--- src/hw/rtl/ple_pkg.sv ---
// Shared types and constants for the positional list engine.
// No dependencies; used by every module of the block.
`default_nettype none

package ple_pkg;

    localparam int CAPACITY_DEF = 64;
    localparam int CAPACITY_MAX = 64;
    localparam int IDX_W        = $clog2(CAPACITY_MAX);
    localparam int OPC_W        = 3;
    localparam int POS_W        = 7;
    localparam int DATA_W       = 32;
    localparam int KIND_W       = 2;

    typedef enum logic [OPC_W-1:0] {
        OP_INIT   = 3'd0,
        OP_ADD    = 3'd1,
        OP_DELETE = 3'd2,
        OP_LENGTH = 3'd3,
        OP_PRINT  = 3'd4
    } opcode_t;

    localparam logic [KIND_W-1:0] KIND_ELEM  = 2'd0;
    localparam logic [KIND_W-1:0] KIND_LEN   = 2'd1;
    localparam logic [KIND_W-1:0] KIND_EMPTY = 2'd2;

    typedef enum logic {
        ST_IDLE,
        ST_PRINT
    } state_t;

    typedef enum logic [1:0] {
        CM_HOLD,
        CM_ADD,
        CM_DEL,
        CM_ROT
    } cell_mode_t;

    typedef struct packed {
        cell_mode_t       mode;
        logic [IDX_W-1:0] idx;
        logic [IDX_W-1:0] last_idx;
    } cell_ctl_t;

endpackage

`default_nettype wire

--- src/hw/rtl/ple_cell.sv ---
// One storage cell of the list chain: holds a single entry.
// Depends on ple_pkg for the broadcast control word.
`default_nettype none

module ple_cell #(
    parameter int IDX = 0
) (
    input  wire                                    clk,
    input  wire ple_pkg::cell_ctl_t                ctl,
    input  wire logic signed [ple_pkg::DATA_W-1:0] left_data,
    input  wire logic signed [ple_pkg::DATA_W-1:0] right_data,
    input  wire logic signed [ple_pkg::DATA_W-1:0] new_data,
    input  wire logic signed [ple_pkg::DATA_W-1:0] wrap_data,
    output logic signed [ple_pkg::DATA_W-1:0]      data_out
);

    localparam logic [ple_pkg::IDX_W-1:0] MY_IDX = ple_pkg::IDX_W'(IDX);

    logic signed [ple_pkg::DATA_W-1:0] entry_reg;
    logic signed [ple_pkg::DATA_W-1:0] entry_next;

    always_comb
    begin
        entry_next = entry_reg;
        case (ctl.mode)
            ple_pkg::CM_ADD:
            begin
                if (MY_IDX > ctl.idx)
                begin
                    entry_next = left_data;
                end
                else if (MY_IDX == ctl.idx)
                begin
                    entry_next = new_data;
                end
            end
            ple_pkg::CM_DEL:
            begin
                if (MY_IDX >= ctl.idx)
                begin
                    entry_next = right_data;
                end
            end
            ple_pkg::CM_ROT:
            begin
                if (MY_IDX == ctl.last_idx)
                begin
                    entry_next = wrap_data;
                end
                else if (MY_IDX < ctl.last_idx)
                begin
                    entry_next = right_data;
                end
            end
            default:
            begin
                entry_next = entry_reg;
            end
        endcase
    end

    always_ff @(posedge clk)
    begin
        entry_reg <= entry_next;
    end

    assign data_out = entry_reg;

endmodule

`default_nettype wire

--- config.mk ---
export PLATFORM = sky130hd
export DESIGN_NAME = ple_cell
export DESIGN_NICKNAME = d
export VERILOG_FILES = /design/src/hw/rtl/ple_pkg.sv /design/src/hw/rtl/ple_cell.sv
export SDC_FILE = /design/constraint.sdc
export NUM_CORES = 1
export LEC_CHECK = 0
export BUFFER_PORTS_ARGS = -buffer_cell sky130_fd_sc_hd__buf_4
export CAP_MARGIN = 10
export CORE_MARGIN = 5
export CORE_UTILIZATION = 35
export CTS_CLUSTER_SIZE = 16
export DETAILED_ROUTE_END_ITERATION = 10
export PLACE_DENSITY_LB_ADDON = 0.2
export SKIP_LAST_GASP = 1
export SLEW_MARGIN = 10
export SYNTH_ARGS = -nofsm -noshare
export SYNTH_HDL_FRONTEND = slang
export SYNTH_SLANG_ARGS = --single-unit
--- constraint.sdc ---
create_clock -name clk -period 5.4 [get_ports clk]
set_input_delay 0.81 -clock clk [delete_from_list [all_inputs] [get_ports clk]]
set_output_delay 0.81 -clock clk [all_outputs]
set_load 0.01 [all_outputs]
* Word level (Yosys, flattened, before mapping)
Cells that the tools add are included.
** Storage, ports and cells
- Logic and storage cells :: 20
- Memories :: 0
- Output and inout bits :: 32
- Bits of input ports :: 143
- Latch bits :: 0
- RAM bits :: 0
- Bits in registers :: 32
- Memory bits (read-only) :: 0
** Operators by class
- Reductions and logical operators :: 4
- Equality and inequality tests :: 6
- Mux-type cells :: 6
- Order comparisons :: 3
- Bitwise logic cells :: 0
- Shift operators :: 0
- $add $sub $neg :: 0
- Div/mod/pow operators :: 0
- $mul :: 0
** Operators by type and width (count)
- 32-bit two-way mux :: 5
- 32-bit case mux with 3 select lines :: 1
- 6-bit logical NOT :: 2
- 1-bit by 6-bit greater-or-equal comparator with 1-bit output, first input constant :: 1
- 1-bit by 6-bit > comparator with 1-bit output, first input constant :: 1
- 1-bit by 6-bit < comparator with 1-bit output, first input constant :: 1
- 3-bit != test, second input constant :: 2
- 2-bit == test, second input constant :: 2
- 4-bit AND reduction :: 1
- 3-bit nonzero test :: 1
- 2-bit by 1-bit == test with 1-bit output, second input constant :: 1
- 2-bit != test, second input constant :: 1

* Logic depth before layout (Yosys ltp)
Gate-level depths: netlist (run 1).
- Depth in word-level cells :: 4
- Mapped depth :: 5
- Depth with buffers taken out :: 3

* Worst setup path after synthesis (run 1)
No wires, ideal clock.
- Path type :: input to register
- From :: input ctl[11] in the netlist's numbering
- To :: register entry_reg (netlist bit data_out[0]) (enable)
- Arrival time :: 2.359 ns
- Slack :: 2.649 ns
- Stages :: 3
- Path buffers :: 0
- Setup time :: 0.393 ns
- Data required time :: 5.007 ns
- Cells stage by stage :: or4_1 > nor3_1 > maj3_1
** Between the ends
- Longest elaborated chain between the ends :: 3
- Elaborated cells between the ends (all ways) :: 6
- Classes of those cells :: order compare: 2; eq/ne: 2; reduce/logical: 2
** Ends and longest elaborated chain
- start: declaration :: line ple_cell.sv:9 : input wire ple_pkg::cell_ctl_t ctl,
- 1-bit by 6-bit > comparator with 1-bit output (tied with other cells) :: line ple_cell.sv:28 : if (MY_IDX > ctl.idx)
- 3-bit != test (no line) or 2-bit != test (tied branches)
- 4-bit AND reduction (no line) (*)
- end signal: assignment :: line ple_cell.sv:64 : entry_reg <= entry_next;
- end: declaration :: line ple_cell.sv:19 : logic signed [ple_pkg::DATA_W-1:0] entry_reg;
Mark *: on every way between the ends. The rest lies on a longest branch, timed or not.
A chain may end at the register's enable or synchronous reset.

* Worst setup path in the final report (run 1)
- From :: input ctl[11] in the netlist's numbering
- To :: register entry_reg (netlist bit data_out[5]) (enable)
Same word-level chain as after synthesis.

==> run metrics, run 1 <==
DR vias slightly above 2k; net count after synthesis approximately 360; outcome finished, final reports clean; Clock Sinks 32; final setup fails 0; Root Buffer clkbuf_8; adder-cell share of the synthesized area less than 1%; Synth cell types 16; CP startpoint ctl[11]; Die Y-Extent 84.73 µm; Nets 489; most frequent cells in the layout buf_4, o21ai_0, inv_1, nor2_1, edfxtp_1; Crit-path slowest cell maj3_2; Final Hold Viols 0; max FFs per register 32; Placer Congestion about 0.74; mux cell area share after synthesis 0%; max-slew violations 0; first-pass GRT wire length 9.149 mm; HP Class input pin to register; actual slew at the worst max-slew pin 1207 ps; dpl ws 2621 ps; crit path max fanout 32; Initial Util 35.71%; Cell Chain, Critical Path buf_4 -> or4_1 -> nor3_1 -> maj3_2; Ys Warns 0; most common cell after layout, fill and taps aside buf_4; CTS H-Tree Depth 2; port bufs 142; Fin Setup TNS 0 ps; minimum clock period approximately 2500 ps; cell leakage power 1.417 nW; Synth Cell Area 0.001954 mm²; initial antenna violation count 0; Hold Startpoint new_data[28]; Synth Instances roughly 220; Detailed Route Iter0 Violations 122; hold buffers post-CTS 0; Fillers 530; GRT overflow 0; CP Launch Type input pin; CTS resizes 0; Fmax 0.4078 GHz; layout cells sized above 1 43.80%; average wire per standard cell 14.14 µm; post-synthesis xor/xnor area fraction 0%; sequential fraction of the synthesis area between 40 and 50%; post-DP HPWL just over 4 mm; First-pass DRT Iterations 4; # DRC 0; worst setup path class input pin to register; via/cell ratio 4.857; total wire length 5.926 mm; slowest stage delay, CP ~760 ps; largest net degree at the start of global routing 66; FF+latch count, synth 32; main combinational cell family by area after synthesis compound AO/OA/AOI/OAI gates; maximum vdd ir drop 0.00009808 V; CTS Buf Count 5; simple-gate area share of the yosys netlist 8.451%; post-CTS setup buffer count 0; crit end category register; Cell Rows 27; Setup WS post-layout around 3000 ps; Worst slew margin slightly below 20%; die width between 80 and 90 µm; Power per Cell Area between 200 and 250 mW/mm²; Max Root-Sink Buffers 2; die area a little over 0.007 mm²; vias in the first global route 1840; Critical Path RT 5310 ps; gr usage total 15.62%; Mapped Avg Cell Area 8.965 µm²; io pins 175; Detail Route Antenna Nets 0; Max Cap Violations 0; RSZ-0062 raised after global routing no; Placeable Area 0.005473 mm²; Critical Path AT 2360 ps; CTS clk-pin slew, worst paths 70 ps; fin crit share 45.41%; compound-gate portion of the synthesized area 29.96%; Layout area overhead 57.68%; n_diodes 0; CTS tree yes
==> per-stage QoR <==
| step | util (%) | cell area (µm²) | hold slack [ps] | power (mW) | std cells |
|---|---|---|---|---|---|
| after floorplan | - | 1954 | 1035 | 0.3704 | 218 |
| after global placement | 54.80 | 2999 | 1121 | 0.4639 | 411 |
| after detailed placement | 54.80 | 2999 | 1132 | 0.4670 | 411 |
| after CTS | 56.31 | 3082 | 835.2 | 0.6438 | 419 |
| after global routing | 56.31 | 3082 | 834.5 | 0.6682 | 419 |
| final | 56.31 | 3082 | 844.5 | 0.6348 | 419 |
==> report_power, final <==
part / total [mW] / switching [mW] / internal (mW) / leakage, nW
clock network: 0.175 / 0.0877 / 0.0874 / 0.0453
logic: 0.157 / 0.0651 / 0.0921 / 1.06
registers: 0.303 / 0.00499 / 0.298 / 0.306
total: 0.635 / 0.158 / 0.477 / 1.42
==> cell type report <==
class | instances | area, µm² | share of cell area, %
clock buffer | 5 | 68.82 | 2.233
clock inverter | 3 | 13.76 | 0.4466
inverter | 32 | 120.1 | 3.898
multi-input combinational | 133 | 762.0 | 24.73
sequential | 32 | 960.9 | 31.18
tap | 72 | 90.09 | 2.923
timing repair buffer | 142 | 1066 | 34.59
==> critical path: cells and delay by family <==
| family | cells | cell delay (ps) |
|---|---|---|
| adders and majority gates | 1 | 760 |
| buffers and inverters | 1 | 100 |
| and+or+nand+nor | 2 | 670 |
==> path summary, 6_finish.rpt <==
path | endpoint | cells past startpoint
worst max-delay path | data_out[5]$_DFFE_PP_ | 4
worst min-delay path | data_out[28]$_DFFE_PP_ | 3
==> layer usage <==
layer	wire (µm)	GRT usage, %	vias to the layer above
li1	-	-	1025
met4	28	3.885	0
met3	562	5.888	2
met5	0	0	-
met2	2897	24.98	94
met1	2438	19.95	914
==> cell usage after synthesis, drive strengths merged <==
cell type	instances	area, µm²
a21oi	30	150.1
a31oi	2	12.51
buf	7	60.05
clkbuf	14	52.55
edfxtp	32	960.9
inv	32	120.1
maj3	1	10.01
nor2	32	120.1
nor3	1	5.000
o21ai	32	160.2
o31a	30	262.8
or3	2	12.51
or3b	1	8.760
or4	2	18.77
==> logic make-up after synthesis <==
logic type,after synthesis
adders and majority gates,1
DFF,32
buffers and inverters,53
and+or+nand+nor,38
AOI/OAI and AO/OA,94
No activity file was read; power rests on OpenSTA's default activity.
==> run 2, diff against run 1 <==
Settings changed: CORE_UTILIZATION 35 to 34.
Clock period 5.4 ns to 2.1 ns, I/O delays scaled along.
==> run 2 against run 1 <==
  * Clock power rose to 3.3 times the previous value
  * Die area is 2.6% higher
  * Routed wire length rose by 1.3%
  * Via count barely moved
  * Sequential share of layout area is 1.1 points lower
  * Total power grew to 2.8 times the previous value
  * Critical path depth increased by 1
  * Sequential cell count unchanged
  * Non-clock buffer count is 7 higher
  * Combinational power grew to 2.7 times the previous value
  * Critical endpoint is now data_out[10]$_DFFE_PP_
==> run metrics, run 2 (synthesized netlist as in run 1, its figures left out) <==
outcome finished, final reports clean; Worst slew margin 75.40% (+56 points); GR peak layer met2; n_diodes 0 (unchanged); actual slew at the worst max-slew pin 369.0 ps (-838.3 ps); io pins 175 (unchanged); crit path max fanout 17 (-47%); CTS Buf Count 5 (unchanged); # DRC 0 (unchanged); port bufs 142 (unchanged); Power per Cell Area 555.9 mW/mm² (+170%); most frequent cells in the layout buf_4, o21ai_0, inv_1, nor2_1, edfxtp_1; CTS resizes 0 (unchanged); maximum vdd ir drop 0.0002798 V (+190%); most common cell after layout, fill and taps aside buf_4; gr usage total 16.10% (+0.48 points); placed instance area 0.003089 mm² (+3.0%); Initial Util 35.28% (-0.44 points); Cell Chain, Critical Path buf_4 -> or4_1 -> nor3_1 -> maj3_2 -> buf_12; Hold Startpoint new_data[19]; Nets 496 (+1.4%); Worst Hold Endpoint data_out[19]$_DFFE_PP_; Setup WS post-layout 494.3 ps (-2454 ps); CTS clk-pin slew, worst paths 70 ps (about the same); Max Cap Violations 0 (unchanged); minimum clock period 1606 ps; post-DP HPWL 4.538 mm (+9.6%); Crit-path slowest cell or4_1; worst setup path class input pin to register; Max Root-Sink Buffers 2 (unchanged); RSZ-0062 raised after global routing no; die area 0.007364 mm² (+2.6%); Clock Sinks 32 (unchanged); via/cell ratio 4.772 (-1.7%); CP Launch Type input pin; Placeable Area 0.005540 mm² (+1.2%); Fin Setup TNS 0 ps (unchanged); final setup fails 0 (unchanged); final std cells w/o fill 426 (+1.7%); WHS Path Cells 3 (unchanged); M1 GR Usage 21.20% (+1.3 points); Layout area overhead 63.57%; Detail Route Antenna Nets 0 (unchanged); largest net degree at the start of global routing 37 (-44%); slowest stage delay, CP 510 ps (-250 ps); crit end category register; cell leakage power 1.472 nW (+3.9%); initial antenna violation count 0 (unchanged); HP Class input pin to register; Fillers 530 (unchanged); CTS tree yes; post-route cell area 0.003197 mm² (+3.7%); die width 85.82 µm (+1.3%); fin crit share 76.46%; average wire per standard cell 14.09 µm (-0.38%); max FFs per register 32 (unchanged); CTS H-Tree Depth 2 (unchanged); GR Layer Usage met2 25.07% (+0.088 points); Detailed Route Iter0 Violations 97 (-20%); Die Y-Extent 85.82 µm (+1.3%); max-slew violations 0 (unchanged); first-pass GRT wire length 9.453 mm (+3.3%); routing usage on met3 5.764% (-0.12 points); layout cells sized above 1 44.92% (+1.1 points); Critical Path RT 2090 ps (-3220 ps); Fmax 0.6228 GHz; Final Power 1.777 mW (+180%); Critical Path AT 1590 ps (-770 ps); Root Buffer clkbuf_8; post-CTS setup buffer count 0 (unchanged); Cell Rows 27 (unchanged); DR vias 2033 (-0.098%); hold buffers post-CTS 0 (unchanged); Final Hold Viols 0 (unchanged); vias in the first global route 1977 (+7.4%); dpl ws 191.8 ps (-2429 ps); Placer Congestion 0.8024 (+8.8%); First-pass DRT Iterations 4 (unchanged); placed cell count 418 (+1.7%); total wire length 6.002 mm (+1.3%); GRT overflow 0 (unchanged)
==> run 2: cell count changes in the layout (fill, tap and decap cells not counted) <==
| cell | change |
|---|---|
| buf_12 | +3 |
| buf_4 | +4 |
| bufinv_16 | +1 |
| clkbuf_1 | +1 |
| clkinv_1 | -1 |
| clkinv_2 | -1 |
==> run 2: worst max-delay path by stage <==
stage	slack [ps]	endpoint	cells past startpoint	from
6_report	490	data_out[10]$_DFFE_PP_	5	ctl[11]
2_1_floorplan	150	data_out[0]$_DFFE_PP_	3	ctl[11]
3_3_place_gp	210	data_out[14]$_DFFE_PP_	5	ctl[11]
4_1_cts	490	data_out[14]$_DFFE_PP_	5	ctl[11]
5_1_grt	440	data_out[5]$_DFFE_PP_	5	ctl[2]
3_5_place_dp	190	data_out[5]$_DFFE_PP_	5	ctl[11]
==> run 2: cell type report <==
cell class / instances / area, µm² / share of cell area (%)
flip-flops and latches: 32 / 960.9 / 30.06
multi-input cells: 133 / 762.0 / 23.84
repair buffers: 149 / 1156 / 36.16
clock inverters: 2 / 35.03 / 1.096
inverters: 32 / 120.1 / 3.757
clock buffers: 6 / 72.57 / 2.270
well taps: 72 / 90.09 / 2.818
==> run 2: stage by stage <==
stage	utilization (%)	hold slack, ps
global route	57.70	342.1
finish	57.70	345.7
CTS	57.70	336.2
floorplan	-	540.0
detailed placement	55.76	637.9
global placement	55.76	626.9
==> run 2: layer usage <==
layer,up-vias,share of wire (%),wire length [µm]
li1,1040,-,-
met1,895,44,2632
met2,92,46,2731
met3,6,9.6,576
met4,0,1.0,61
met5,-,0,0
==> run 2: power breakdown <==
part	internal, mW	switching, mW
Sequential	0.764	0.0132
Clock	0.352	0.229
Combinational	0.250	0.169
==> run 2: worst max-delay path: cells and delay by family <==
family | cells | cell delay, ps
buffers and inverters | 2 | 270
AND/OR/NAND/NOR | 2 | 700
adder cells (fa/ha/maj) | 1 | 300
