## src/hw/rtl/ple_pkg.sv

```systemverilog
// Shared types and constants for the positional list engine.
// No dependencies; used by every module of the block.
`default_nettype none

package ple_pkg;

    localparam int CAPACITY_DEF = 64;
    localparam int CAPACITY_MAX = 64;
    localparam int IDX_W        = $clog2(CAPACITY_MAX);
    localparam int OPC_W        = 3;
    localparam int POS_W        = 7;
    localparam int DATA_W       = 32;
    localparam int KIND_W       = 2;

    typedef enum logic [OPC_W-1:0] {
        OP_INIT   = 3'd0,
        OP_ADD    = 3'd1,
        OP_DELETE = 3'd2,
        OP_LENGTH = 3'd3,
        OP_PRINT  = 3'd4
    } opcode_t;

    localparam logic [KIND_W-1:0] KIND_ELEM  = 2'd0;
    localparam logic [KIND_W-1:0] KIND_LEN   = 2'd1;
    localparam logic [KIND_W-1:0] KIND_EMPTY = 2'd2;

    typedef enum logic {
        ST_IDLE,
        ST_PRINT
    } state_t;

    typedef enum logic [1:0] {
        CM_HOLD,
        CM_ADD,
        CM_DEL,
        CM_ROT
    } cell_mode_t;

    typedef struct packed {
        cell_mode_t       mode;
        logic [IDX_W-1:0] idx;
        logic [IDX_W-1:0] last_idx;
    } cell_ctl_t;

endpackage

`default_nettype wire

```

## src/hw/rtl/ple_ctrl.sv

```systemverilog
// Command sequencer of the list engine: count, print walk and output register.
// Depends on ple_pkg; drives the control word shared by all cells.
`default_nettype none

module ple_ctrl #(
    parameter int CAPACITY = ple_pkg::CAPACITY_DEF
) (
    input  wire                                    clk,
    input  wire                                    rst_n,
    input  wire                                    in_valid,
    output logic                                   in_ready,
    input  wire logic [ple_pkg::OPC_W-1:0]         opcode,
    input  wire logic [ple_pkg::POS_W-1:0]         position,
    input  wire logic signed [ple_pkg::DATA_W-1:0] head_data,
    output ple_pkg::cell_ctl_t                     cell_ctl,
    output logic                                   out_valid,
    input  wire                                    out_ready,
    output logic [ple_pkg::KIND_W-1:0]             kind,
    output logic signed [ple_pkg::DATA_W-1:0]      data,
    output logic                                   last
);

    localparam int CNT_W = $clog2(CAPACITY + 1);
    localparam int CMP_W = ple_pkg::POS_W + 1;

    ple_pkg::state_t state_reg;
    ple_pkg::state_t state_next;
    ple_pkg::opcode_t op;

    logic [CNT_W-1:0] count_reg;
    logic [CNT_W-1:0] count_next;
    logic [CNT_W-1:0] prn_reg;
    logic [CNT_W-1:0] prn_next;

    logic                              out_valid_reg;
    logic                              out_valid_next;
    logic [ple_pkg::KIND_W-1:0]        kind_reg;
    logic [ple_pkg::KIND_W-1:0]        kind_next;
    logic signed [ple_pkg::DATA_W-1:0] data_reg;
    logic signed [ple_pkg::DATA_W-1:0] data_next;
    logic                              last_reg;
    logic                              last_next;

    logic             out_free;
    logic             accept;
    logic             prn_last;
    logic [CMP_W-1:0] pos_ext;
    logic [CMP_W-1:0] cnt_ext;
    logic [CMP_W-1:0] pos_m1;
    logic [CMP_W-1:0] add_idx;

    assign op       = ple_pkg::opcode_t'(opcode);
    assign out_free = !out_valid_reg || out_ready;
    assign in_ready = (state_reg == ple_pkg::ST_IDLE) && out_free;
    assign accept   = in_valid && in_ready;
    assign pos_ext  = CMP_W'(position);
    assign cnt_ext  = CMP_W'(count_reg);
    assign pos_m1   = pos_ext - CMP_W'(1);
    assign prn_last = (prn_reg + CNT_W'(1)) == count_reg;

    always_comb
    begin
        if (pos_ext <= CMP_W'(1))
        begin
            add_idx = '0;
        end
        else if (pos_m1 > cnt_ext)
        begin
            add_idx = cnt_ext;
        end
        else
        begin
            add_idx = pos_m1;
        end
    end

    always_comb
    begin
        state_next = state_reg;
        unique case (state_reg)
            ple_pkg::ST_IDLE:
            begin
                if (accept && op == ple_pkg::OP_PRINT && count_reg != '0)
                begin
                    state_next = ple_pkg::ST_PRINT;
                end
            end
            ple_pkg::ST_PRINT:
            begin
                if (out_free && prn_last)
                begin
                    state_next = ple_pkg::ST_IDLE;
                end
            end
            default:
            begin
                state_next = ple_pkg::ST_IDLE;
            end
        endcase
    end

    always_comb
    begin
        cell_ctl.mode     = ple_pkg::CM_HOLD;
        cell_ctl.idx      = ple_pkg::IDX_W'(add_idx);
        cell_ctl.last_idx = ple_pkg::IDX_W'(cnt_ext - CMP_W'(1));
        count_next        = count_reg;
        prn_next          = prn_reg;
        out_valid_next    = out_valid_reg && !out_ready;
        kind_next         = kind_reg;
        data_next         = data_reg;
        last_next         = last_reg;
        if (accept)
        begin
            unique case (op)
                ple_pkg::OP_INIT:
                begin
                    count_next = '0;
                end
                ple_pkg::OP_ADD:
                begin
                    if (count_reg != CNT_W'(CAPACITY))
                    begin
                        cell_ctl.mode = ple_pkg::CM_ADD;
                        count_next    = count_reg + CNT_W'(1);
                    end
                end
                ple_pkg::OP_DELETE:
                begin
                    cell_ctl.idx = ple_pkg::IDX_W'(pos_m1);
                    if (pos_ext != '0 && pos_ext <= cnt_ext)
                    begin
                        cell_ctl.mode = ple_pkg::CM_DEL;
                        count_next    = count_reg - CNT_W'(1);
                    end
                end
                ple_pkg::OP_LENGTH:
                begin
                    out_valid_next = 1'b1;
                    kind_next      = ple_pkg::KIND_LEN;
                    data_next      = ple_pkg::DATA_W'(count_reg);
                    last_next      = 1'b1;
                end
                ple_pkg::OP_PRINT:
                begin
                    prn_next = '0;
                    if (count_reg == '0)
                    begin
                        out_valid_next = 1'b1;
                        kind_next      = ple_pkg::KIND_EMPTY;
                        data_next      = '0;
                        last_next      = 1'b1;
                    end
                end
                default:
                begin
                    count_next = count_reg;
                end
            endcase
        end
        else if (state_reg == ple_pkg::ST_PRINT && out_free)
        begin
            cell_ctl.mode  = ple_pkg::CM_ROT;
            prn_next       = prn_reg + CNT_W'(1);
            out_valid_next = 1'b1;
            kind_next      = ple_pkg::KIND_ELEM;
            data_next      = head_data;
            last_next      = prn_last;
        end
    end

    always_ff @(posedge clk or negedge rst_n)
    begin
        if (!rst_n)
        begin
            state_reg     <= ple_pkg::ST_IDLE;
            count_reg     <= '0;
            prn_reg       <= '0;
            out_valid_reg <= 1'b0;
        end
        else
        begin
            state_reg     <= state_next;
            count_reg     <= count_next;
            prn_reg       <= prn_next;
            out_valid_reg <= out_valid_next;
        end
    end

    always_ff @(posedge clk)
    begin
        kind_reg <= kind_next;
        data_reg <= data_next;
        last_reg <= last_next;
    end

    assign out_valid = out_valid_reg;
    assign kind      = kind_reg;
    assign data      = data_reg;
    assign last      = last_reg;

endmodule

`default_nettype wire

```

## config.mk

```make
export PLATFORM = sky130hd
export DESIGN_NAME = ple_ctrl
export DESIGN_NICKNAME = d
export VERILOG_FILES = /design/src/hw/rtl/ple_pkg.sv /design/src/hw/rtl/ple_ctrl.sv
export SDC_FILE = /design/constraint.sdc
export NUM_CORES = 1
export LEC_CHECK = 0
export ABC_CLOCK_PERIOD_IN_PS = 4100
export BUFFER_PORTS_ARGS = -buffer_cell sky130_fd_sc_hd__buf_2
export CORE_MARGIN = 2
export CORE_UTILIZATION = 47
export DETAILED_ROUTE_END_ITERATION = 8
export GPL_ROUTABILITY_DRIVEN = 1
export GPL_TIMING_DRIVEN = 0
export PLACE_DENSITY = 0.75
export REMOVE_ABC_BUFFERS = 1
export SETUP_SLACK_MARGIN = 0.02
export SYNTH_ARGS = -nofsm -noshare
export SYNTH_HDL_FRONTEND = slang
export SYNTH_SLANG_ARGS = --single-unit
```

## constraint.sdc

```tcl
create_clock -name clk -period 4.1 [get_ports clk]
set_input_delay 0.41 -clock clk [delete_from_list [all_inputs] [get_ports clk]]
set_output_delay 0.41 -clock clk [all_outputs]
set_load 0.02 [all_outputs]
```

# Word-level counts from Yosys, hierarchy flattened
# Cells that the tools add are included.
[op_classes] mux=34 multipliers=0 addsub=5 reduce_logical=20 div_mod_pow=0 bitwise_logic=1 shift=0 n_eq_ne=11 n_lt_le_gt_ge=3
[ops] operator="32-bit 2-to-1 mux" n=3
[ops] operator="32-bit one-hot mux with 2 select lines" n=1
[ops] operator="7-bit 2-to-1 mux" n=5
[ops] operator="6-bit 2-to-1 mux" n=4
[ops] operator="7-bit one-hot mux with 3 select lines" n=1
[ops] operator="7-bit by 1-bit adder with 7-bit output (second input constant)" n=2
[ops] operator="2-bit 2-to-1 mux" n=6
[ops] operator="1-bit 2-to-1 mux" n=9
[ops] operator="8-bit by 7-bit greater-than comparator with 1-bit output" n=1
[ops] operator="1-bit logical AND" n=8
[ops] operator="2-bit one-hot mux with 2 select lines" n=2
[ops] operator="8-bit nonzero test" n=1
[ops] operator="7-bit by 1-bit subtractor with 8-bit output (second input constant)" n=1
[ops] operator="7-bit equality test" n=1
[ops] operator="7-bit by 1-bit less-or-equal comparator with 1-bit output (second input constant)" n=1
[ops] operator="7-bit less-or-equal comparator" n=1
[ops] operator="7-bit logical NOT" n=1
[ops] operator="7-bit inequality test (second input constant)" n=1
[ops] operator="7-bit nonzero test" n=1
[ops] operator="7-bit by 1-bit subtractor with 7-bit output (second input constant)" n=1
[ops] operator="3-bit by 2-bit equality test with 1-bit output (second input constant)" n=2
[ops] operator="1-bit one-hot mux with 2 select lines" n=3
[ops] operator="6-bit by 1-bit subtractor with 6-bit output (second input constant)" n=1
[ops] operator="2-bit inequality test (second input constant)" n=2
[ops] operator="14 further kinds" n=15
[totals] mem_count=0 mem_bits_rw=0 reg_bits=51 latchBits=0 romBits=0 in_bits=46

# Longest topological paths before layout
# Gate-level depths: netlist (run 1).
[logic_depth] word_depth=8 depth_mapped=13 depth_no_buf=13

# Worst setup path after synthesis (run 1)
# Ideal clock, no wire load.
[synth_path] path_kind="flip-flop to flip-flop" start="register out_valid_reg, in the netlist out_valid" end="register data_reg (netlist bit data[0]), enable pin" period_less_slack_ns=4.301 slack_ns=-0.201 arrival_ns=3.826 required_ns=3.624 path_stages_with_launch=6 n_path_buf=2 cell_sequence="dfrtp_1 -> nor2b_1 -> or3_1 -> clkbuf_1 -> clkbuf_1 -> o21ai_0"
[synth_between] elab_chain_len=6
[synth_rtl] item="start, declared" line_no="ple_ctrl.sv:35" source="logic out_valid_reg;"
[synth_rtl] item="start signal, assigned" line_no="ple_ctrl.sv:186" source="out_valid_reg <= out_valid_next;"
[synth_rtl] item="1-bit logical NOT (*)" line_no="ple_ctrl.sv:53" source="assign out_free = !out_valid_reg || out_ready;"
[synth_rtl] item="1-bit logical OR (*)" line_no="ple_ctrl.sv:53"
[synth_rtl] item="1-bit logical AND" line_no="ple_ctrl.sv:54" source="assign in_ready = (state_reg == ple_pkg::ST_IDLE) && out_free;"
[synth_rtl] item="1-bit logical AND" line_no="ple_ctrl.sv:55" source="assign accept = in_valid && in_ready;"
[synth_rtl] item="3-bit by 2-bit inequality test with 1-bit output (no line), or another cell as far along"
[synth_rtl] item="3-bit AND reduction (no line) (*)"
[synth_rtl] item="end signal, assigned" line_no="ple_ctrl.sv:193" source="data_reg <= data_next;"
[synth_rtl] item="end, declared" line_no="ple_ctrl.sv:39" source="logic signed [ple_pkg::DATA_W-1:0] data_reg;"
# Every way passes the cells marked *; elsewhere a longest branch is shown, timed or not.
# A chain may end at the register's enable or synchronous reset.

==> summary.md, run 1 <==
| Metric | Value |
|---|---|
| Crit-path cells | buf_2, inv_1, ha_1, or3b_1, or2_1, or3_4, nand2_1, ha_1, nand3_1, nand2b_1, a21oi_1, o21ai_2, nor2_1, a211oi_1, buf_2 |
| Most used DFF post-synth | edfxtp_1 |
| Detailed Routing Iterations Pass 1 | 9 |
| Min Tclk post-route | 3.785 ns |
| Layout Skew | 0.009121 ns |
| Antenna viol nets, final | 0 |
| Final WL | 7561 um |
| Post-DR wirelength/cell | 15.75 um |
| Fillers | 548 |
| Max FFs per register | 32 |
| Reg area | 0.001451 mm^2 |
| Max-cap viol count | 0 |
| Async S/R FF share, synth | 31.37% |
| Synth area leader | edfxtp_1 |
| Most frequent cell after synthesis | edfxtp_1 |
| Worst vdd ir | 0.3316 mV |
| Top Ports | 97 |
| Worst hold path stage count | 3 |
| Crit-path max FO | 10 |
| Area grow syn2layout | 21.43% |
| Worst Setup Slack, final | 0.3146 ns |
| Top cell family by delay on the critical path | simple AND/OR/NAND/NOR gates |
| Vias | 2628 |
| Clk_lat worst skew | 0.32 ns |
| Status | finished with violations |
| Overall Global Routing Usage | 21.23% |
| Sequential share of the synthesized area | 46.12% |
| Synth Warn # | 0 |
| Share of cells above drive strength 1 | 29.53% |
| Cell Area, Synth | 0.003147 mm^2 |
| Initial antenna violation count | 0 |
| Yosys reg bits | 51 |
| CP Capture Type | output port |
| Critical path class | in2out |
| Cts-stage hold buffer count | 1 |
| Worst reg2reg path startpoint | count_reg[2]$_DFFE_PN0P_ |
| Initial core utilization | 49.00% |
| Req. time, crit path | 3.69 ns |
| First-pass GRT wire length | 12400 um |
| Antenna diode count | 0 |
| Core outline area | 0.006422 mm^2 |
| Synth cell count leaders | edfxtp_1 (35), nand2_1 (31), and2_1 (26) |
| Die Span Y | 85.83 um |
| Max Fclk | 0.2642 GHz |
| IO Port Bufs | 96 |
| Total power | 2.741 mW |
| Worst reg2reg endpoint | data[15]$_SDFFCE_PP0P_ |
| Vias in the first global route | 2607 |
| NumNets Final | 473 |
| Num CTS Buffers | 5 |
| Mean Syn Cell Area | 10.15 um^2 |
| Number of distinct library cells after synthesis | 51 |
| Worst Setup SP | position[0] |
| Crit path largest cell delay | 0.40 ns |
| Multi-input logic area | 0.001598 mm^2 |
| Hold Crit Endpoint | data[0]$_DFFE_PP_ |
| RSZ-0062 raised after global routing | false |
| CP max stage cell | o21ai_2 |
| CTS tree | done |
| Min-delay worst type | in2reg |
| R2R cell count | 5 |
| Reg clk slew, reported paths | 0.10 ns |
| Dpl hpwl | 5584 um |
| Die width | 85.83 um |
| Worst Hold Launch | head_data[0] |
| Cell area power density | 717.4 mW/mm^2 |
| DRC viols | 12 |
| Reg2reg setup slack | 1.46 ns |
| Failing checks | DRC |
| Die Area | 0.007366 mm^2 |
| Fin. Hold Viols | 0 |
| Number of flops mapped to enable cells by yosys | 35 |
| Leakage | 1.715 nW |
| Setup TNS | 0 ns |
| Worst-margin pin slew | 1.108 ns |
| Slew headroom | 25.96% |
| Synth area leaders | edfxtp_1 (33%), dfrtp_1 (13%), ha_1 (9.5%) |
| Total congestion overflow | 0 |
| CTS max path bufs | 2 |
| Post-synthesis cell count | 310 |
| Final Max Slew Viols | 0 |
| # clock sinks | 51 |
| Dpl ws | 0.3476 ns |
| Clk root buf | clkbuf_8 |
| Pin count of the biggest net entering global routing | 48 |
| Startpoint types | primary input |
| H-tree Lvls | 2 |
| Row Count | 29 |
| # setup viols final | 0 |
| Final worst-path cycle share | 92.33% |
| Top-area cell type share of the netlist area | 33.40% |
| Initial DRC count | 185 |
| GPL Wtd Cong | 0.9414 |
| Post_cts resized | 0 |
| Post-CTS Setup Bufs | 0 |
| Crit path DAT | 3.38 ns |
| Drt via density | 5.475 |
| Crit path buffers/inverters | 3 |
-- cell families after synthesis --
kind of cell    after synthesis  share of synthesized area (%)
xor+xnor                     18                          5.010
simple gates                108                          17.85
flops                        51                          46.12
compound gates               75                          16.02
mux                           4                          1.312
buf+inv                      29                          3.499
fa+ha+maj                    25                          10.18
-- cells in the final DEF, fill, tap and decap left out, drive strengths merged, types with 2 or more instances in the layout --
master	synthesis	final
a22o	6	6
xnor2	12	12
nor3	4	4
nor2b	4	4
edfxtp	35	35
mux2i	3	3
nand3	12	12
a211oi	5	5
clkbuf	12	5
nand2b	3	3
or3	2	2
o31ai	6	6
nor4	2	2
clkinv	0	2
nor2	15	15
o31a	2	2
o21ai	25	25
a41oi	2	2
a21oi	13	13
buf	1	97
a21o	2	2
inv	16	17
dfrtp	16	16
a31oi	3	3
and2	26	26
xor2	6	6
o21bai	3	3
nand2	31	31
ha	24	24
nand4	2	2
-- layer usage --
layer	vias up	global-route usage, %	wire [um]
met5	-	0	0
met4	0	7.504	72
met3	9	4.909	533
met2	102	34.94	3558
met1	1214	27.58	3396
li1	1303	-	-
-- per-stage QoR --
step	utilization (%)	std cells	cell area, um^2	hold WS (ns)
2_1_floorplan	-	297	3097	0.1144
3_3_place_gp	57.20	470	3674	0.3514
3_5_place_dp	57.80	471	3712	0.3520
4_1_cts	59.48	480	3820	0.3492
5_1_grt	59.50	480	3821	0.3459
6_report	59.50	480	3821	0.3563
-- final cells by class --
class / count / share of cell area, %
flip-flops and latches: 51 / 37.98
well taps: 77 / 2.521
repair buffers: 98 / 13.56
inverters: 16 / 1.572
clock buffers: 5 / 1.801
multi-input cells: 230 / 41.81
clock inverters: 3 / 0.7531
-- power breakdown --
group,switching (mW),internal (mW),leakage [nW],total [mW]
clock,0.185,0.127,0.0502,0.312
combinational,0.915,0.557,1.12,1.47
sequential,0.168,0.789,0.543,0.957
-- worst max path at each step --
stage	to	slack [ns]	depth (start not counted)
6_report	cell_ctl[7]	0.31	15
3_3_place_gp	data[23]$_SDFFCE_PP0P_	-1.63	4
4_1_cts	cell_ctl[7]	0.34	15
5_1_grt	cell_ctl[7]	0.14	15
2_1_floorplan	data[0]$_DFFE_PP_	-0.28	3
3_5_place_dp	cell_ctl[7]	0.35	15
-- worst register-to-register path, cell delays in order (launching register included) --
cell and delay, ns:
dfrtp_1 0.57, nor4_1 0.56, nand3_1 0.18, o22a_1 0.26, o21ai_4 0.55, buf_16 0.24
(Power assumes the default switching activity.)
==> run 2, diff against run 1 <==
--- a/config.mk
+++ b/config.mk
@@ -8,13 +8,13 @@
 export ABC_CLOCK_PERIOD_IN_PS = 4100
 export BUFFER_PORTS_ARGS = -buffer_cell sky130_fd_sc_hd__buf_2
 export CORE_MARGIN = 2
-export CORE_UTILIZATION = 47
+export CORE_UTILIZATION = 48
+export CTS_BUF_LIST = sky130_fd_sc_hd__clkbuf_8
 export DETAILED_ROUTE_END_ITERATION = 8
 export GPL_ROUTABILITY_DRIVEN = 1
 export GPL_TIMING_DRIVEN = 0
-export PLACE_DENSITY = 0.75
+export PLACE_DENSITY = 0.77
 export REMOVE_ABC_BUFFERS = 1
-export SETUP_SLACK_MARGIN = 0.02
 export SYNTH_ARGS = -nofsm -noshare
 export SYNTH_HDL_FRONTEND = slang
 export SYNTH_SLANG_ARGS = --single-unit
==> summary.md, run 2 (same netlist as run 1, synthesis figures left out) <==
| Metric | Value |
|---|---|
| Worst Setup Slack, final | 0.3505 ns (+0.03589 ns) |
| Row Count | 29 (unchanged) |
| Drt via density | 5.545 (+1.3%) |
| Num CTS Buffers | 5 (unchanged) |
| Min-delay worst type | in2async |
| Die Span Y | 84.97 um (-1.0%) |
| Initial antenna violation count | 0 (unchanged) |
| Critical path class | in2out |
| Crit path largest cell delay | 0.39 ns (about the same) |
| Final std cells w/o fill | 479 (-0.21%) |
| CTS tree | done |
| IO Port Bufs | 96 (unchanged) |
| Max FFs per register | 32 (unchanged) |
| First-pass GRT wire length | 11390 um (-8.2%) |
| Most frequent cells in the layout | buf_2 (96), edfxtp_1 (35), nand2_1 (31) |
| Post-DR wirelength/cell | 15.13 um (-3.9%) |
| Crit-path max FO | 10 (unchanged) |
| Req. time, crit path | 3.69 ns (about the same) |
| Final hold slack | -0.004496 ns (-0.3608 ns) |
| Core outline area | 0.006350 mm^2 (-1.1%) |
| Clk root buf | clkbuf_8 |
| Worst vdd ir | 0.4372 mV (+32%) |
| Final WL | 7249 um (-4.1%) |
| M1 GR Usage | 28.73% (+1.2 points) |
| Max-cap viol count | 0 (unchanged) |
| Clk_lat worst skew | 0.31 ns (about the same) |
| Inst Count DP | 471 (unchanged) |
| Pin count of the biggest net entering global routing | 48 (unchanged) |
| Multi-input logic area | 0.001598 mm^2 (unchanged) |
| Crit path DAT | 3.34 ns (-0.04 ns) |
| CTS max path bufs | 2 (unchanged) |
| Dpl hpwl | 5369 um (-3.8%) |
| Post_cts resized | 0 (unchanged) |
| CP Capture Type | output port |
| Dpl cell area | 0.003712 mm^2 (unchanged) |
| Startpoint types | primary input |
| Worst-margin pin slew | 1.066 ns (-0.04266 ns) |
| Antenna diode count | 0 (unchanged) |
| Final worst-path cycle share | 91.45% (-0.88 points) |
| NumNets Final | 472 (-0.21%) |
| Die Area | 0.007219 mm^2 (-2.0%) |
| Max Fclk | 0.2667 GHz (+0.96%) |
| Min Tclk post-route | 3.749 ns (-0.03589 ns) |
| Final Max Slew Viols | 0 (unchanged) |
| Status | finished with violations |
| Leakage | 1.710 nW (-0.24%) |
| Share of cells above drive strength 1 | 29.60% (+0.073 points) |
| Total congestion overflow | 0 (unchanged) |
| M2 GR Usage | 31.11% (-3.8 points) |
| Overall Global Routing Usage | 19.74% (-1.5 points) |
| Cts-stage hold buffer count | 0 (-1) |
| Reg area | 0.001451 mm^2 (unchanged) |
| Grt peak-use layer | met2 |
| Slew headroom | 28.81% (+2.9 points) |
| Total power | 2.724 mW (-0.63%) |
| Initial core utilization | 49.56% (+0.56 points) |
| Die width | 84.97 um (-1.0%) |
| Reg clk slew, reported paths | 0.10 ns (about the same) |
| Top Ports | 97 (unchanged) |
| CP max stage cell | o21ai_2 |
| # setup viols final | 0 (unchanged) |
| H-tree Lvls | 2 (unchanged) |
| Worst reg2reg path startpoint | count_reg[2]$_DFFE_PN0P_ |
| Dpl ws | 0.3886 ns (+0.04101 ns) |
| Setup TNS | 0 ns (unchanged) |
| Layout Skew | 0.01241 ns (+0.003289 ns) |
| Post-CTS Setup Bufs | 0 (unchanged) |
| Crit path buffers/inverters | 3 (unchanged) |
| Commonest non-fill, non-tap cell in the layout | buf_2 |
| # clock sinks | 51 (unchanged) |
| GR Layer Usage met3 | 3.794% (-1.1 points) |
| Failing checks | hold timing |
| Detailed Routing Iterations Pass 1 | 4 (-5) |
| Top cell family by delay on the critical path | simple AND/OR/NAND/NOR gates |
| Vias | 2656 (+1.1%) |
| R2R cell count | 8 (+3) |
| Cell area power density | 714.7 mW/mm^2 (-0.37%) |
| GPL Wtd Cong | 0.9059 (-3.8%) |
| Area grow syn2layout | 21.11% |
| Initial DRC count | 320 (+73%) |
| Worst reg2reg endpoint | count_reg[6]$_DFFE_PN0P_ |
| Final instance area | 0.003811 mm^2 (-0.26%) |
| Vias in the first global route | 2394 (-8.2%) |
| Fin. Hold Viols | 10 (+10) |
| Antenna viol nets, final | 0 (unchanged) |
| Final core occ | 60.02% (+0.52 points) |
| Crit-path cells | buf_2, inv_1, ha_1, or3b_1, or2_1, or3_4, nand2_1, ha_1, a21oi_1, o32ai_1, o21ai_2, nor2_1, a211oi_1, buf_2 |
| DRC viols | 0 (-12) |
| Reg2reg setup slack | 1.61 ns (+0.15 ns) |
| RSZ-0062 raised after global routing | false |
| Fillers | 524 (-4.4%) |
-- run 2: cell types whose count changed in the layout (fill, tap and decap cells not counted), sizes merged --
cell         previous run  this run
dlygate4sd3             1         0
-- run 2: where the power goes --
part	total (mW)	internal [mW]	switching [mW]
logic	1.46	0.556	0.905
registers	0.953	0.788	0.165
clock network	0.310	0.127	0.183
total	2.72	1.47	1.25
-- run 2: routing by layer --
metal,vias up,share of wire [%]
met5,-,0
met1,1216,46
met2,133,45
met4,0,0.72
met3,6,8.5
li1,1301,-
-- run 2: area by class of cell --
cell class                      instances  area share [%]
Clock buffer                            5           1.806
Clock inverter                          3          0.7551
Inverter                               16           1.576
Multi-Input combinational cell        230           41.92
Sequential cell                        51           38.08
Tap cell                               77           2.528
Timing Repair Buffer                   97           13.33
-- run 2: how the worst max path moves through the flow --
| stage | startpoint | endpoint | slack [ns] | cells after the start |
|---|---|---|---|---|
| 6_report | position[0] | cell_ctl[7] | 0.35 | 14 |
| 5_1_grt | position[0] | cell_ctl[7] | 0.11 | 15 |
| 4_1_cts | position[0] | cell_ctl[6] | 0.38 | 15 |
| 3_5_place_dp | position[0] | cell_ctl[6] | 0.39 | 15 |
| 3_3_place_gp | in_valid | data[10]$_SDFFCE_PP0P_ | -1.42 | 4 |
| 2_1_floorplan | out_valid$_DFF_PN0_ | data[0]$_DFFE_PP_ | -0.28 | 3 |
==> run 3, diff against run 2 <==
--- a/config.mk
+++ b/config.mk
@@ -5,15 +5,16 @@
 export SDC_FILE = /design/constraint.sdc
 export NUM_CORES = 1
 export LEC_CHECK = 0
-export ABC_CLOCK_PERIOD_IN_PS = 4100
+export ABC_AREA = 1
+export ABC_CLOCK_PERIOD_IN_PS = 3800
 export BUFFER_PORTS_ARGS = -buffer_cell sky130_fd_sc_hd__buf_2
 export CORE_MARGIN = 2
-export CORE_UTILIZATION = 48
+export CORE_UTILIZATION = 54
 export CTS_BUF_LIST = sky130_fd_sc_hd__clkbuf_8
 export DETAILED_ROUTE_END_ITERATION = 8
 export GPL_ROUTABILITY_DRIVEN = 1
 export GPL_TIMING_DRIVEN = 0
-export PLACE_DENSITY = 0.77
+export PLACE_DENSITY = 0.81
 export REMOVE_ABC_BUFFERS = 1
 export SYNTH_ARGS = -nofsm -noshare
 export SYNTH_HDL_FRONTEND = slang
==> constraint.sdc (replaced) <==
create_clock -name clk -period 3.8 [get_ports clk]
set_input_delay 0.38 -clock clk [delete_from_list [all_inputs] [get_ports clk]]
set_output_delay 0.38 -clock clk [all_outputs]
set_load 0.02 [all_outputs]
==> summary.md, run 3 <==
| Metric | Value |
|---|---|
| GPL Wtd Cong | 0.8769 (-3.2%) |
| Num CTS Buffers | 5 (unchanged) |
| Crit path DAT | 2.58 ns (-0.76 ns) |
| Reg2reg setup slack | 0.96 ns (-0.65 ns) |
| Row Count | 28 (-3.4%) |
| Detailed Routing Iterations Pass 1 | 5 (+1) |
| NumNets Final | 594 (+26%) |
| Area grow syn2layout | 20.45% |
| Leakage | 2.172 nW (+27%) |
| Top cell family by delay on the critical path | simple AND/OR/NAND/NOR gates |
| Max-cap viol count | 0 (unchanged) |
| Slew headroom | 47.86% (+19 points) |
| Multi-input logic area | 0.001605 mm^2 (+0.47%) |
| Total congestion overflow | 0 (unchanged) |
| Dpl hpwl | 5999 um (+12%) |
| Min-delay worst type | in2reg |
| Antenna viol nets, final | 0 (unchanged) |
| Status | completed |
| Final core occ | 67.92% (+7.9 points) |
| CTS tree | done |
| Clk_lat worst skew | 0.30 ns (about the same) |
| Vias | 3110 (+17%) |
| Min Tclk post-route | 2.962 ns |
| # clock sinks | 51 (unchanged) |
| Overall Global Routing Usage | 23.14% (+3.4 points) |
| # setup viols final | 0 (unchanged) |
| Pin count of the biggest net entering global routing | 40 (-17%) |
| Core outline area | 0.005956 mm^2 (-6.2%) |
| Inst Count DP | 590 (+25%) |
| Crit path largest cell delay | 0.27 ns (-0.12 ns) |
| Synth cell count leaders | nand2_1 (133), inv_1 (64), edfxtp_1 (35) |
| Fillers | 490 (-6.5%) |
| Post-CTS Setup Bufs | 0 (unchanged) |
| Req. time, crit path | 3.42 ns (-0.27 ns) |
| Fin. Hold Viols | 0 (-10) |
| Post_cts resized | 0 (unchanged) |
| Die Area | 0.006866 mm^2 (-4.9%) |
| Most frequent cells in the layout | nand2_1 (133), buf_2 (96), inv_1 (65) |
| Cts-stage hold buffer count | 1 (+1) |
| Most used DFF post-synth | edfxtp_1 |
| Final Max Slew Viols | 0 (unchanged) |
| Worst-margin pin slew | 0.7793 ns (-0.2862 ns) |
| Antenna diode count | 0 (unchanged) |
| Synth area leaders | edfxtp_1 (31%), nand2_1 (15%), dfrtp_1 (12%) |
| CP Capture Type | output port |
| Cell Area, Synth | 0.003358 mm^2 (+6.7%) |
| First-pass GRT wire length | 13320 um (+17%) |
| Max Fclk | 0.3377 GHz |
| Initial antenna violation count | 0 (unchanged) |
| Layout Skew | 0.005046 ns (-0.007364 ns) |
| Number of flops mapped to enable cells by yosys | 35 (unchanged) |
| Critical path class | in2out |
| Share of cells above drive strength 1 | 24.62% (-5.0 points) |
| Most frequent cell after synthesis | nand2_1 |
| Final hold slack | 0.3333 ns (+0.3378 ns) |
| Reg area | 0.001451 mm^2 (unchanged) |
| CP max stage cell | ha_1 |
| Dpl ws | 0.8625 ns (+0.4739 ns) |
| Initial core utilization | 56.39% (+6.8 points) |
| Crit-path max FO | 12 (+2) |
| Sequential share of the synthesized area | 43.22% (-2.9 points) |
| Initial DRC count | 209 (-35%) |
| IO Port Bufs | 96 (unchanged) |
| Mean Syn Cell Area | 7.883 um^2 (-22%) |
| Final instance area | 0.004045 mm^2 (+6.1%) |
| Startpoint types | primary input |
| H-tree Lvls | 2 (unchanged) |
| Crit-path cells | buf_2, inv_1, ha_1, and2_1, xor2_1, inv_1, ha_1, nand2_1, nor2_1, nand2_1, nor2_1, nor2_2, nand2_2, nor2_1, nor2_1, buf_2 |
| Clk root buf | clkbuf_8 |
| RSZ-0062 raised after global routing | false |
| Final worst-path cycle share | 77.94% |
| Post-DR wirelength/cell | 13.16 um (-13%) |
| Die Span Y | 82.86 um (-2.5%) |
| Post-synthesis cell count | 426 (+37%) |
| Async S/R FF share, synth | 31.37% (unchanged) |
| Max FFs per register | 32 (unchanged) |
| Vias in the first global route | 2840 (+19%) |
| CP most frequent cell | nor2_1 |
| Final WL | 7884 um (+8.8%) |
| Drt via density | 5.192 (-6.4%) |
| Reg clk slew, reported paths | 0.09 ns (about the same) |
| Worst Setup Slack, final | 0.8385 ns (+0.4879 ns) |
| Crit path buffers/inverters | 4 (+1) |
| Cell area power density | 669.2 mW/mm^2 (-6.4%) |
| Top Ports | 97 (unchanged) |
| Dpl cell area | 0.003925 mm^2 (+5.7%) |
| Worst vdd ir | 0.3845 mV (-12%) |
| Total power | 2.707 mW (-0.62%) |
| Setup TNS | 0 ns (unchanged) |
| Yosys reg bits | 51 (unchanged) |
| Commonest non-fill, non-tap cell in the layout | nand2_1 |
| CTS max path bufs | 2 (unchanged) |
| Final std cells w/o fill | 599 (+25%) |
| Die width | 82.86 um (-2.5%) |
| Top-area cell type share of the netlist area | 31.30% (-2.1 points) |
| Number of distinct library cells after synthesis | 32 (-37%) |
| Synth Warn # | 0 (unchanged) |
| Synth area leader | edfxtp_1 |
| DRC viols | 0 (unchanged) |
[run 3: cell count changes after synthesis, moves of 13 or more]
cell	before	now
inv_1	16	64
o21ai_0	24	5
nand2_1	31	133
and2_1	26	1
nand3_1	12	25
nor2_1	15	34
[run 3: path summary, 6_finish.rpt]
kind                                            end                startpoint  cells after the start
hold / removal               data[29]$_SDFFCE_PP0P_             head_data[29]                      3
max in group asynchronous    prn_reg[0]$_DFFE_PN0P_                     rst_n                      2
setup reg to reg                  data[0]$_DFFE_PP_       out_valid$_DFF_PN0_                     11
min in group asynchronous    prn_reg[4]$_DFFE_PN0P_                     rst_n                      2
setup / recovery                       cell_ctl[11]               position[0]                     16
hold reg to reg            count_reg[6]$_DFFE_PN0P_  count_reg[6]$_DFFE_PN0P_                      2
[run 3: logic make-up after synthesis]
kind of cell	count (synthesis)	synth area share [%]
simple gates	226	29.17
xor+xnor	13	3.390
flops	51	43.22
fa+ha+maj	25	9.538
compound gates	32	5.365
buf+inv	79	9.314
[run 3: final cells by class]
type                       count  area share, %
clock buffer                   5          1.701
clock inverter                 3          1.021
inverter                      71          6.588
multi-input combinational    296          39.68
sequential                    51          35.88
tap                           75          2.320
timing repair buffer          98          12.81
[run 3: power breakdown]
group          leakage (nW)  switching (mW)  internal [mW]
registers             0.550           0.136          0.857
clock network        0.0556           0.169          0.194
logic                  1.57           0.903          0.448
[run 3: routing by layer]
metal | vias to the layer above | part of all wire (%) | wire length, um | GRT usage [%]
met5 | - | 0 | 0 | 0
met4 | 0 | 2.2 | 172 | 5.663
met3 | 21 | 9.4 | 743 | 5.169
met2 | 152 | 46 | 3613 | 37.68
met1 | 1388 | 43 | 3354 | 31.60
li1 | 1549 | - | - | -
[run 3: worst register-to-register path: cells and delay by family, from the launching register on]
kind	cells	cell delay, ns
AOI/OAI and AO/OA	2	0.54
buffers and inverters	4	0.60
DFF	1	0.36
and+or+nand+nor	5	1.05
